===== config.mk =====
export PLATFORM = sky130hd
export DESIGN_NAME = four_lane_rotate_mix_checksum_core
export DESIGN_NICKNAME = d
export VERILOG_FILES = /design/src/rtl/flrmc_pkg.sv /design/src/rtl/flrmc_lane.sv /design/src/rtl/flrmc_merge.sv /design/src/rtl/flrmc_final.sv /design/src/rtl/four_lane_rotate_mix_checksum_core.sv
export SDC_FILE = /design/constraint.sdc
export NUM_CORES = 2
export LEC_CHECK = 0
export BUFFER_PORTS_ARGS = -buffer_cell sky130_fd_sc_hd__buf_2
export CORE_MARGIN = 3
export CORE_UTILIZATION = 55
export DETAILED_ROUTE_END_ITERATION = 10
export GPL_TIMING_DRIVEN = 0
export PLACE_DENSITY = 0.76
export SYNTH_ARGS = -nofsm -noshare
export SYNTH_HDL_FRONTEND = slang
export SYNTH_SLANG_ARGS = --single-unit

===== constraint.sdc =====
create_clock -name clk -period 9.3 [get_ports clk]
set_input_delay 1.395 -clock clk [delete_from_list [all_inputs] [get_ports clk]]
set_output_delay 1.395 -clock clk [all_outputs]
set_load 0.005 [all_outputs]

===== src/rtl/flrmc_pkg.sv =====
// Package with the shared constants, command codes and rotate helper of the checksum core.
package flrmc_pkg;

  localparam int unsigned LANES      = 4;
  localparam int unsigned WORD_W     = 32;
  localparam int unsigned BYTE_W     = 8;
  localparam int unsigned CMD_W      = 2;
  localparam int unsigned CNT_W      = 4;
  localparam logic [CNT_W-1:0] MAX_BYTES = 4'd15;

  localparam logic [WORD_W-1:0] PREFIX_SEED = 32'h9e3779b9;
  localparam logic [WORD_W-1:0] FIN_MUL1    = 32'h85ebca6b;
  localparam logic [WORD_W-1:0] FIN_MUL2    = 32'hc2b2ae35;

  localparam logic [WORD_W-1:0] SEED_XOR [LANES] = '{
    32'h428a2f98, 32'h71374491, 32'hb5c0fbcf, 32'he9b5dba5
  };
  localparam logic [WORD_W-1:0] SEED_ADD [LANES] = '{
    32'h3956c25b, 32'h59f111f1, 32'h923f82a4, 32'hab1c5ed5
  };

  // Item commands.
  typedef enum logic [CMD_W-1:0] {
    CMD_PREFIX = 2'd0,
    CMD_WORD   = 2'd1,
    CMD_TAIL   = 2'd2,
    CMD_NONE   = 2'd3
  } cmd_t;

  // Rotate left by a fixed amount.
  function automatic logic [WORD_W-1:0] rotl(input logic [WORD_W-1:0] v,
                                             input int unsigned s);
    rotl = (v << s) | (v >> (WORD_W - s));
  endfunction

endpackage


===== src/rtl/flrmc_lane.sv =====
// One mixing lane: holds one element of each accumulator and folds in one word element.
module flrmc_lane
  import flrmc_pkg::*;
#(
  parameter int unsigned LANE = 0
) (
  input  logic              clk,
  input  logic              rst_n,
  input  logic              clear,
  input  logic              word_en,
  input  logic              load_en,
  input  logic [WORD_W-1:0] load_val,
  input  logic [WORD_W-1:0] word,
  output logic [WORD_W-1:0] mix_nxt
);

  logic [WORD_W-1:0] xor_lane_r, xor_lane_nxt;
  logic [WORD_W-1:0] add_lane_r, add_lane_nxt;
  logic [WORD_W-1:0] rot_a;
  logic [WORD_W-1:0] sum_c;

  // Word mixing: xor then rotate left 5; add, xor, rotate right 13.
  assign rot_a = rotl(xor_lane_r ^ word, 5);
  assign sum_c = (add_lane_r + word) ^ rot_a;

  always_comb begin
    xor_lane_nxt = xor_lane_r;
    add_lane_nxt = add_lane_r;
    if (word_en) begin
      xor_lane_nxt = rot_a;
      add_lane_nxt = rotl(sum_c, 19);
    end else if (load_en) begin
      xor_lane_nxt = load_val;
    end
  end

  // Combined value of this lane after the current transfer, for the merge.
  assign mix_nxt = xor_lane_nxt ^ add_lane_nxt;

  // Lane registers return to their seeds on reset and at the end of a run.
  always_ff @(posedge clk) begin
    if (!rst_n || clear) begin
      xor_lane_r <= SEED_XOR[LANE];
      add_lane_r <= SEED_ADD[LANE];
    end else begin
      xor_lane_r <= xor_lane_nxt;
      add_lane_r <= add_lane_nxt;
    end
  end

endmodule


===== src/rtl/flrmc_merge.sv =====
// Merge stage: xor-reduces the combined values of all lanes.
module flrmc_merge
  import flrmc_pkg::*;
(
  input  logic [WORD_W-1:0] lane_mix [LANES],
  output logic [WORD_W-1:0] reduced
);

  // Xor chain over the lanes.
  always_comb begin
    reduced = '0;
    for (int unsigned i = 0; i < LANES; i++) begin
      reduced = reduced ^ lane_mix[i];
    end
  end

endmodule


===== src/rtl/flrmc_final.sv =====
// Finalizer: three-step avalanche mix with a registered result and valid/ready output.
module flrmc_final
  import flrmc_pkg::*;
(
  input  logic              clk,
  input  logic              rst_n,
  input  logic              start,
  input  logic [WORD_W-1:0] value,
  output logic              busy,
  output logic              out_valid,
  input  logic              out_ready,
  output logic [WORD_W-1:0] out_checksum
);

  typedef enum logic [4:0] {
    F_IDLE = 5'b00001,
    F_MIX1 = 5'b00010,
    F_MIX2 = 5'b00100,
    F_FOLD = 5'b01000,
    F_OUT  = 5'b10000
  } fin_state_t;

  fin_state_t        state_r, state_nxt;
  logic [WORD_W-1:0] data_r, data_nxt;
  logic [WORD_W-1:0] mix_in;
  logic [2*WORD_W-1:0] product;

  // Shared mixing path: pick the shift and multiplier for the current step.
  always_comb begin
    mix_in  = data_r ^ (data_r >> 16);
    product = {2*WORD_W{1'b0}};
    unique case (state_r)
      F_MIX1: product = mix_in * FIN_MUL1;
      F_MIX2: product = (data_r ^ (data_r >> 13)) * FIN_MUL2;
      default: product = {2*WORD_W{1'b0}};
    endcase
  end

  // Step sequencer.
  always_comb begin
    state_nxt = state_r;
    data_nxt  = data_r;
    unique case (state_r)
      F_IDLE: begin
        if (start) begin
          state_nxt = F_MIX1;
          data_nxt  = value;
        end
      end
      F_MIX1: begin
        state_nxt = F_MIX2;
        data_nxt  = product[WORD_W-1:0];
      end
      F_MIX2: begin
        state_nxt = F_FOLD;
        data_nxt  = product[WORD_W-1:0];
      end
      F_FOLD: begin
        state_nxt = F_OUT;
        data_nxt  = mix_in;
      end
      F_OUT: begin
        if (out_ready) begin
          state_nxt = F_IDLE;
        end
      end
      default: state_nxt = F_IDLE;
    endcase
  end

  always_ff @(posedge clk) begin
    if (!rst_n) begin
      state_r <= F_IDLE;
    end else begin
      state_r <= state_nxt;
    end
  end

  always_ff @(posedge clk) begin
    data_r <= data_nxt;
  end

  assign busy         = (state_r != F_IDLE);
  assign out_valid    = (state_r == F_OUT);
  assign out_checksum = data_r;

endmodule


===== src/rtl/four_lane_rotate_mix_checksum_core.sv =====
// Top level of the four-lane rotate-mix chunk checksum core.
//
//   channel | ports                                               | direction
//   --------+-----------------------------------------------------+----------
//   input   | in_valid in_ready in_cmd in_byte_value in_word0..3  | in
//           | in_last                                             |
//   result  | out_valid out_ready out_checksum                    | out
//
// A prefix, word or tail item is taken when in_valid and in_ready are both high; the four lanes mix a word
// in parallel and the merge tree reduces them in the same cycle.
// An item marked last hands its value to the finalizer, which runs two registered
// 32x32 multiplies and a fold before the checksum is offered.
// in_ready is low after the transfer of a last item until its checksum has been taken,
// so no new item is taken while the finalizer works or its output stalls.
// Reset is synchronous and active low and returns every lane to its seed.
module four_lane_rotate_mix_checksum_core
  import flrmc_pkg::*;
(
  input  logic              clk,
  input  logic              rst_n,
  input  logic              in_valid,
  output logic              in_ready,
  input  logic [CMD_W-1:0]  in_cmd,
  input  logic [BYTE_W-1:0] in_byte_value,
  input  logic [WORD_W-1:0] in_word0,
  input  logic [WORD_W-1:0] in_word1,
  input  logic [WORD_W-1:0] in_word2,
  input  logic [WORD_W-1:0] in_word3,
  input  logic              in_last,
  output logic              out_valid,
  input  logic              out_ready,
  output logic [WORD_W-1:0] out_checksum
);

  logic              fin_busy;
  logic              in_xfer;
  logic              prefix_ok, word_ok, tail_ok;
  logic              take, finish;
  logic [CNT_W-1:0]  prefix_count_r, tail_count_r;
  logic              words_seen_r, tail_seen_r;
  logic [WORD_W-1:0] prefix_hash_r, prefix_hash_nxt;
  logic [WORD_W-1:0] tail_hash_r, tail_hash_nxt;
  logic [WORD_W-1:0] tail_base;
  logic [WORD_W-1:0] reduced;
  logic [WORD_W-1:0] run_value;
  logic [WORD_W-1:0] lane_word [LANES];
  logic [WORD_W-1:0] lane_mix [LANES];
  cmd_t              cmd;

  assign cmd      = cmd_t'(in_cmd);
  assign in_ready = !fin_busy;
  assign in_xfer  = in_valid && in_ready;

  // Order checks: items that break the prefix, word, tail order, NONE items and bytes past MAX_BYTES are dropped.
  assign prefix_ok = in_xfer && (cmd == CMD_PREFIX) && !words_seen_r && !tail_seen_r &&
                     (prefix_count_r != MAX_BYTES);
  assign word_ok   = in_xfer && (cmd == CMD_WORD) && !tail_seen_r;
  assign tail_ok   = in_xfer && (cmd == CMD_TAIL) && (tail_count_r != MAX_BYTES);
  assign take      = prefix_ok || word_ok || tail_ok;
  assign finish    = take && in_last;

  // Prefix and tail byte hashes.
  assign prefix_hash_nxt = rotl(prefix_hash_r, 5) ^ {{(WORD_W-BYTE_W){1'b0}}, in_byte_value};
  assign tail_base       = tail_seen_r ? tail_hash_r : reduced;
  assign tail_hash_nxt   = rotl(tail_base, 7) ^ {{(WORD_W-BYTE_W){1'b0}}, in_byte_value};

  assign lane_word[0] = in_word0;
  assign lane_word[1] = in_word1;
  assign lane_word[2] = in_word2;
  assign lane_word[3] = in_word3;

  // Parallel mixing lanes; only lane 0 takes the prefix hash.
  for (genvar g = 0; g < LANES; g++) begin : g_lane
    flrmc_lane #(
      .LANE(g)
    ) u_lane (
      .clk     (clk),
      .rst_n   (rst_n),
      .clear   (finish),
      .word_en (word_ok),
      .load_en (prefix_ok && (g == 0)),
      .load_val(prefix_hash_nxt),
      .word    (lane_word[g]),
      .mix_nxt (lane_mix[g])
    );
  end

  flrmc_merge u_merge (
    .lane_mix(lane_mix),
    .reduced (reduced)
  );

  // Value handed to the finalizer at the end of a run.
  always_comb begin
    priority if (tail_ok) begin
      run_value = tail_hash_nxt;
    end else if (tail_seen_r) begin
      run_value = tail_hash_r;
    end else begin
      run_value = reduced;
    end
  end

  // Run bookkeeping; everything returns to reset after a finished run.
  always_ff @(posedge clk) begin
    if (!rst_n || finish) begin
      prefix_count_r <= '0;
      tail_count_r   <= '0;
      words_seen_r   <= 1'b0;
      tail_seen_r    <= 1'b0;
      prefix_hash_r  <= PREFIX_SEED;
      tail_hash_r    <= '0;
    end else begin
      if (prefix_ok) begin
        prefix_count_r <= prefix_count_r + 1'b1;
        prefix_hash_r  <= prefix_hash_nxt;
      end
      if (word_ok) begin
        words_seen_r <= 1'b1;
      end
      if (tail_ok) begin
        tail_count_r <= tail_count_r + 1'b1;
        tail_seen_r  <= 1'b1;
        tail_hash_r  <= tail_hash_nxt;
      end
    end
  end

  flrmc_final u_final (
    .clk         (clk),
    .rst_n       (rst_n),
    .start       (finish),
    .value       (run_value),
    .busy        (fin_busy),
    .out_valid   (out_valid),
    .out_ready   (out_ready),
    .out_checksum(out_checksum)
  );

endmodule

==> results.json <==
{
  "dieArea_um2": 81600,
  "cts_buffer_depth": 3,
  "multi_input_area_um2": 32400,
  "r2r_end": "u_final.out_checksum[30]$_DFFE_PP_",
  "cts_resized": 0,
  "worstSkewPairLatency_ns": 0.61,
  "ys_top_cells_by_area": "fa_1, dfxtp_1, ha_1, xnor2_1, inv_1",
  "synth_cells": 4773,
  "antenna_found_initial": 7,
  "die_h_um": 286,
  "min_from": "tail_hash_r[30]$_SDFFE_PP0P_",
  "synth_seq_area_share_pct": 17.8,
  "required_ns": 9.63,
  "io_buffer_count": 176,
  "synth_top_area_cell": "fa_1",
  "synthFlopType": "dfxtp_1",
  "slew_headroom_pct": -4.64,
  "endpoint_kind": "register",
  "synthesis.nets": 5787,
  "drt-total-wl_um": 180000,
  "path_class": "reg2reg",
  "post_dp_cell_area_um2": 45200,
  "violations": "max-capacitance violations, max-slew violations",
  "dp_hpwl_um": 151000,
  "drv_slew": 3,
  "max_freq_ghz": 0.113,
  "outcome": "complete, but fails checks",
  "cp-start-kind": "register",
  "r2r_start": "u_final.out_checksum[29]$_DFFE_PP_",
  "cap_violations": 1,
  "ios": 177,
  "hold_depth": 2,
  "fin_area_um2": 46700,
  "period_needed_ns": 8.82,
  "drt_iter0_drc": 4400,
  "period_share_pct": 94.9,
  "area_growth_pct": 8.62,
  "clock-sinks": 367,
  "synth_top_cell_area_share_pct": 18.3,
  "nNetsFinal": 6009,
  "seqCellArea_um2": 7670,
  "setup-violations-final": 0,
  "min_to": "tail_hash_r[30]$_SDFFE_PP0P_",
  "drc": 0,
  "grt_pass1_wl_um": 257000,
  "worst_slew_pin_slew_ns": 1.56,
  "start_util_pct": 56.1,
  "hold_path.class": "reg2reg",
  "yosys-top-cells-count": "inv_1, xnor2_1, ha_1, nand2_1, fa_1",
  "grt_pass1_vias": 37700,
  "vias": 37800,
  "cts_hold_buffers": 0,
  "rsz0062_at_grt": "false",
  "die_x_um": 286,
  "crit_fanout": 9,
  "core_um2": 76700,
  "synth.most_common_cell": "inv_1",
  "rr_worst_depth": 25,
  "rrSetupSlack_ns": 0.48,
  "cp.arrival_ns": 9.15,
  "synth_seq_cells": 367,
  "finClkSkew_ns": 0.0305,
  "syn_avg_cell_area_um2": 9.02,
  "postRouteAntennaNets": 0,
  "synth-edff-count": 32,
  "ys_warn_count": 0,
  "clk_pin_slew_ns": 0.06,
  "syn_area_um2": 43000,
  "ys_types": 95,
  "cts-root-buf": "clkbuf_16",
  "avgRoutedWirePerCell_um": 29.7,
  "grt_overflow": 0,
  "firstDrtPassIters": 6,
  "cts_made_buffers": 43,
  "cts_max_level": 2,
  "nFillCells": 6838,
  "hold_violations": 0,
  "grt_max_degree": 17,
  "avgViaCountPerCell": 6.23,
  "synth-async-reset-ratio_pct": 0,
  "placementRows": 101,
  "timing.setup.tns_ns": 0,
  "routabilityCongestion": 1.10,
  "cts_setup_buffers": 0,
  "final_layout_size_suffix_gt1_share_pct": 6.82,
  "grt.total_usage_pct": 43.6,
  "cts_tree": "built"
}
## worst max path at each step
stage                                  startpoint                                  to  slack [ns]  depth (start not counted)
6_report       u_final.out_checksum[29]$_DFFE_PP_  u_final.out_checksum[30]$_DFFE_PP_        0.48                         25
5_1_grt        u_final.out_checksum[29]$_DFFE_PP_  u_final.out_checksum[30]$_DFFE_PP_        0.13                         25
4_1_cts        u_final.out_checksum[29]$_DFFE_PP_  u_final.out_checksum[30]$_DFFE_PP_        0.59                         25
3_5_place_dp   u_final.out_checksum[29]$_DFFE_PP_  u_final.out_checksum[30]$_DFFE_PP_        0.64                         25
3_3_place_gp   u_final.out_checksum[28]$_DFFE_PP_  u_final.out_checksum[30]$_DFFE_PP_        0.53                         25
2_1_floorplan  u_final.out_checksum[23]$_DFFE_PP_  u_final.out_checksum[30]$_DFFE_PP_        2.01                         26
## registers in the layout, summed over array words and instances (netlist names), 4 cells and up
signal and cells:
g_lane.u_lane.xor_lane_r 128, u_final.state_r 5, prefix_hash_r 32, prefix_count_r 4, g_lane.u_lane.add_lane_r 128, u_final.out_checksum 32
tail_count_r 4, tail_hash_r 32
## cells in the final DEF (no fill, tap or decap), drive strengths merged, types with 33 or more instances in the layout
cell type	n
inv	632
xnor2	616
ha	478
nand2	414
fa	393
dfxtp	335
nor2	283
a21oi	250
buf	234
xor2	166
o21ai	165
clkbuf	155
o211ai	88
a211oi	76
a21o	74
mux2i	73
nand3	67
and3	45
a31oi	33
## worst max-delay path, cell delays in order, from the launching register on
cell	delay, ns
edfxtp_1	0.58
xor2_1	1.20
ha_1	0.43
ha_1	0.30
fa_1	0.51
inv_1	0.06
fa_1	0.47
inv_1	0.06
fa_1	0.51
inv_1	0.06
fa_1	0.53
inv_1	0.05
fa_1	0.51
fa_1	0.46
ha_1	0.40
and3_1	0.27
nand3_1	0.13
nor3_1	0.24
o311a_1	0.26
o21ai_0	0.21
o31ai_1	0.40
o21a_1	0.19
o21ai_0	0.12
a21oi_1	0.18
xor2_1	0.10
a221o_1	0.34
## stage by stage
| step | cells | util (%) | hold slack, ns | setup slack [ns] |
|---|---|---|---|---|
| after floorplan | 4773 | - | 0.430 | 2.01 |
| after global placement | 5979 | 58.9 | 0.441 | 0.532 |
| after detailed placement | 5980 | 59.0 | 0.448 | 0.640 |
| after CTS | 6060 | 60.9 | 0.455 | 0.587 |
| after global routing | 6060 | 60.9 | 0.477 | 0.134 |
| final | 6065 | 60.9 | 0.458 | 0.479 |
## cell type report
cell class / count / area share (%)
diodes: 5 / 0.0268
plain buffers: 149 / 1.34
clock buffers: 63 / 2.75
clock inverters: 17 / 0.447
inverters: 626 / 5.03
multi-input cells: 3631 / 69.3
flip-flops and latches: 367 / 16.4
well taps: 1030 / 2.76
repair buffers: 177 / 1.92
## layer usage
metal  wire, µm  global-route usage, %  up-vias
met5         49                      0        -
met2      77700                   67.9     2487
met3      19000                   9.92      732
li1           -                      -    16400
met1      64600                   51.8    18200
met4      18800                   35.6        8
## cell families after synthesis
kind of cell / share of synthesized area, %
xor gates and xnor gates: 17.2
AOI/OAI and AO/OA: 13.9
DFF: 17.8
buffers and inverters: 6.92
adders and majority gates: 32.2
muxes: 1.92
and+or+nand+nor: 10.1
Power is not shown: default switching activity piles up to over one toggle a cycle in this logic, so the estimate is an artifact.
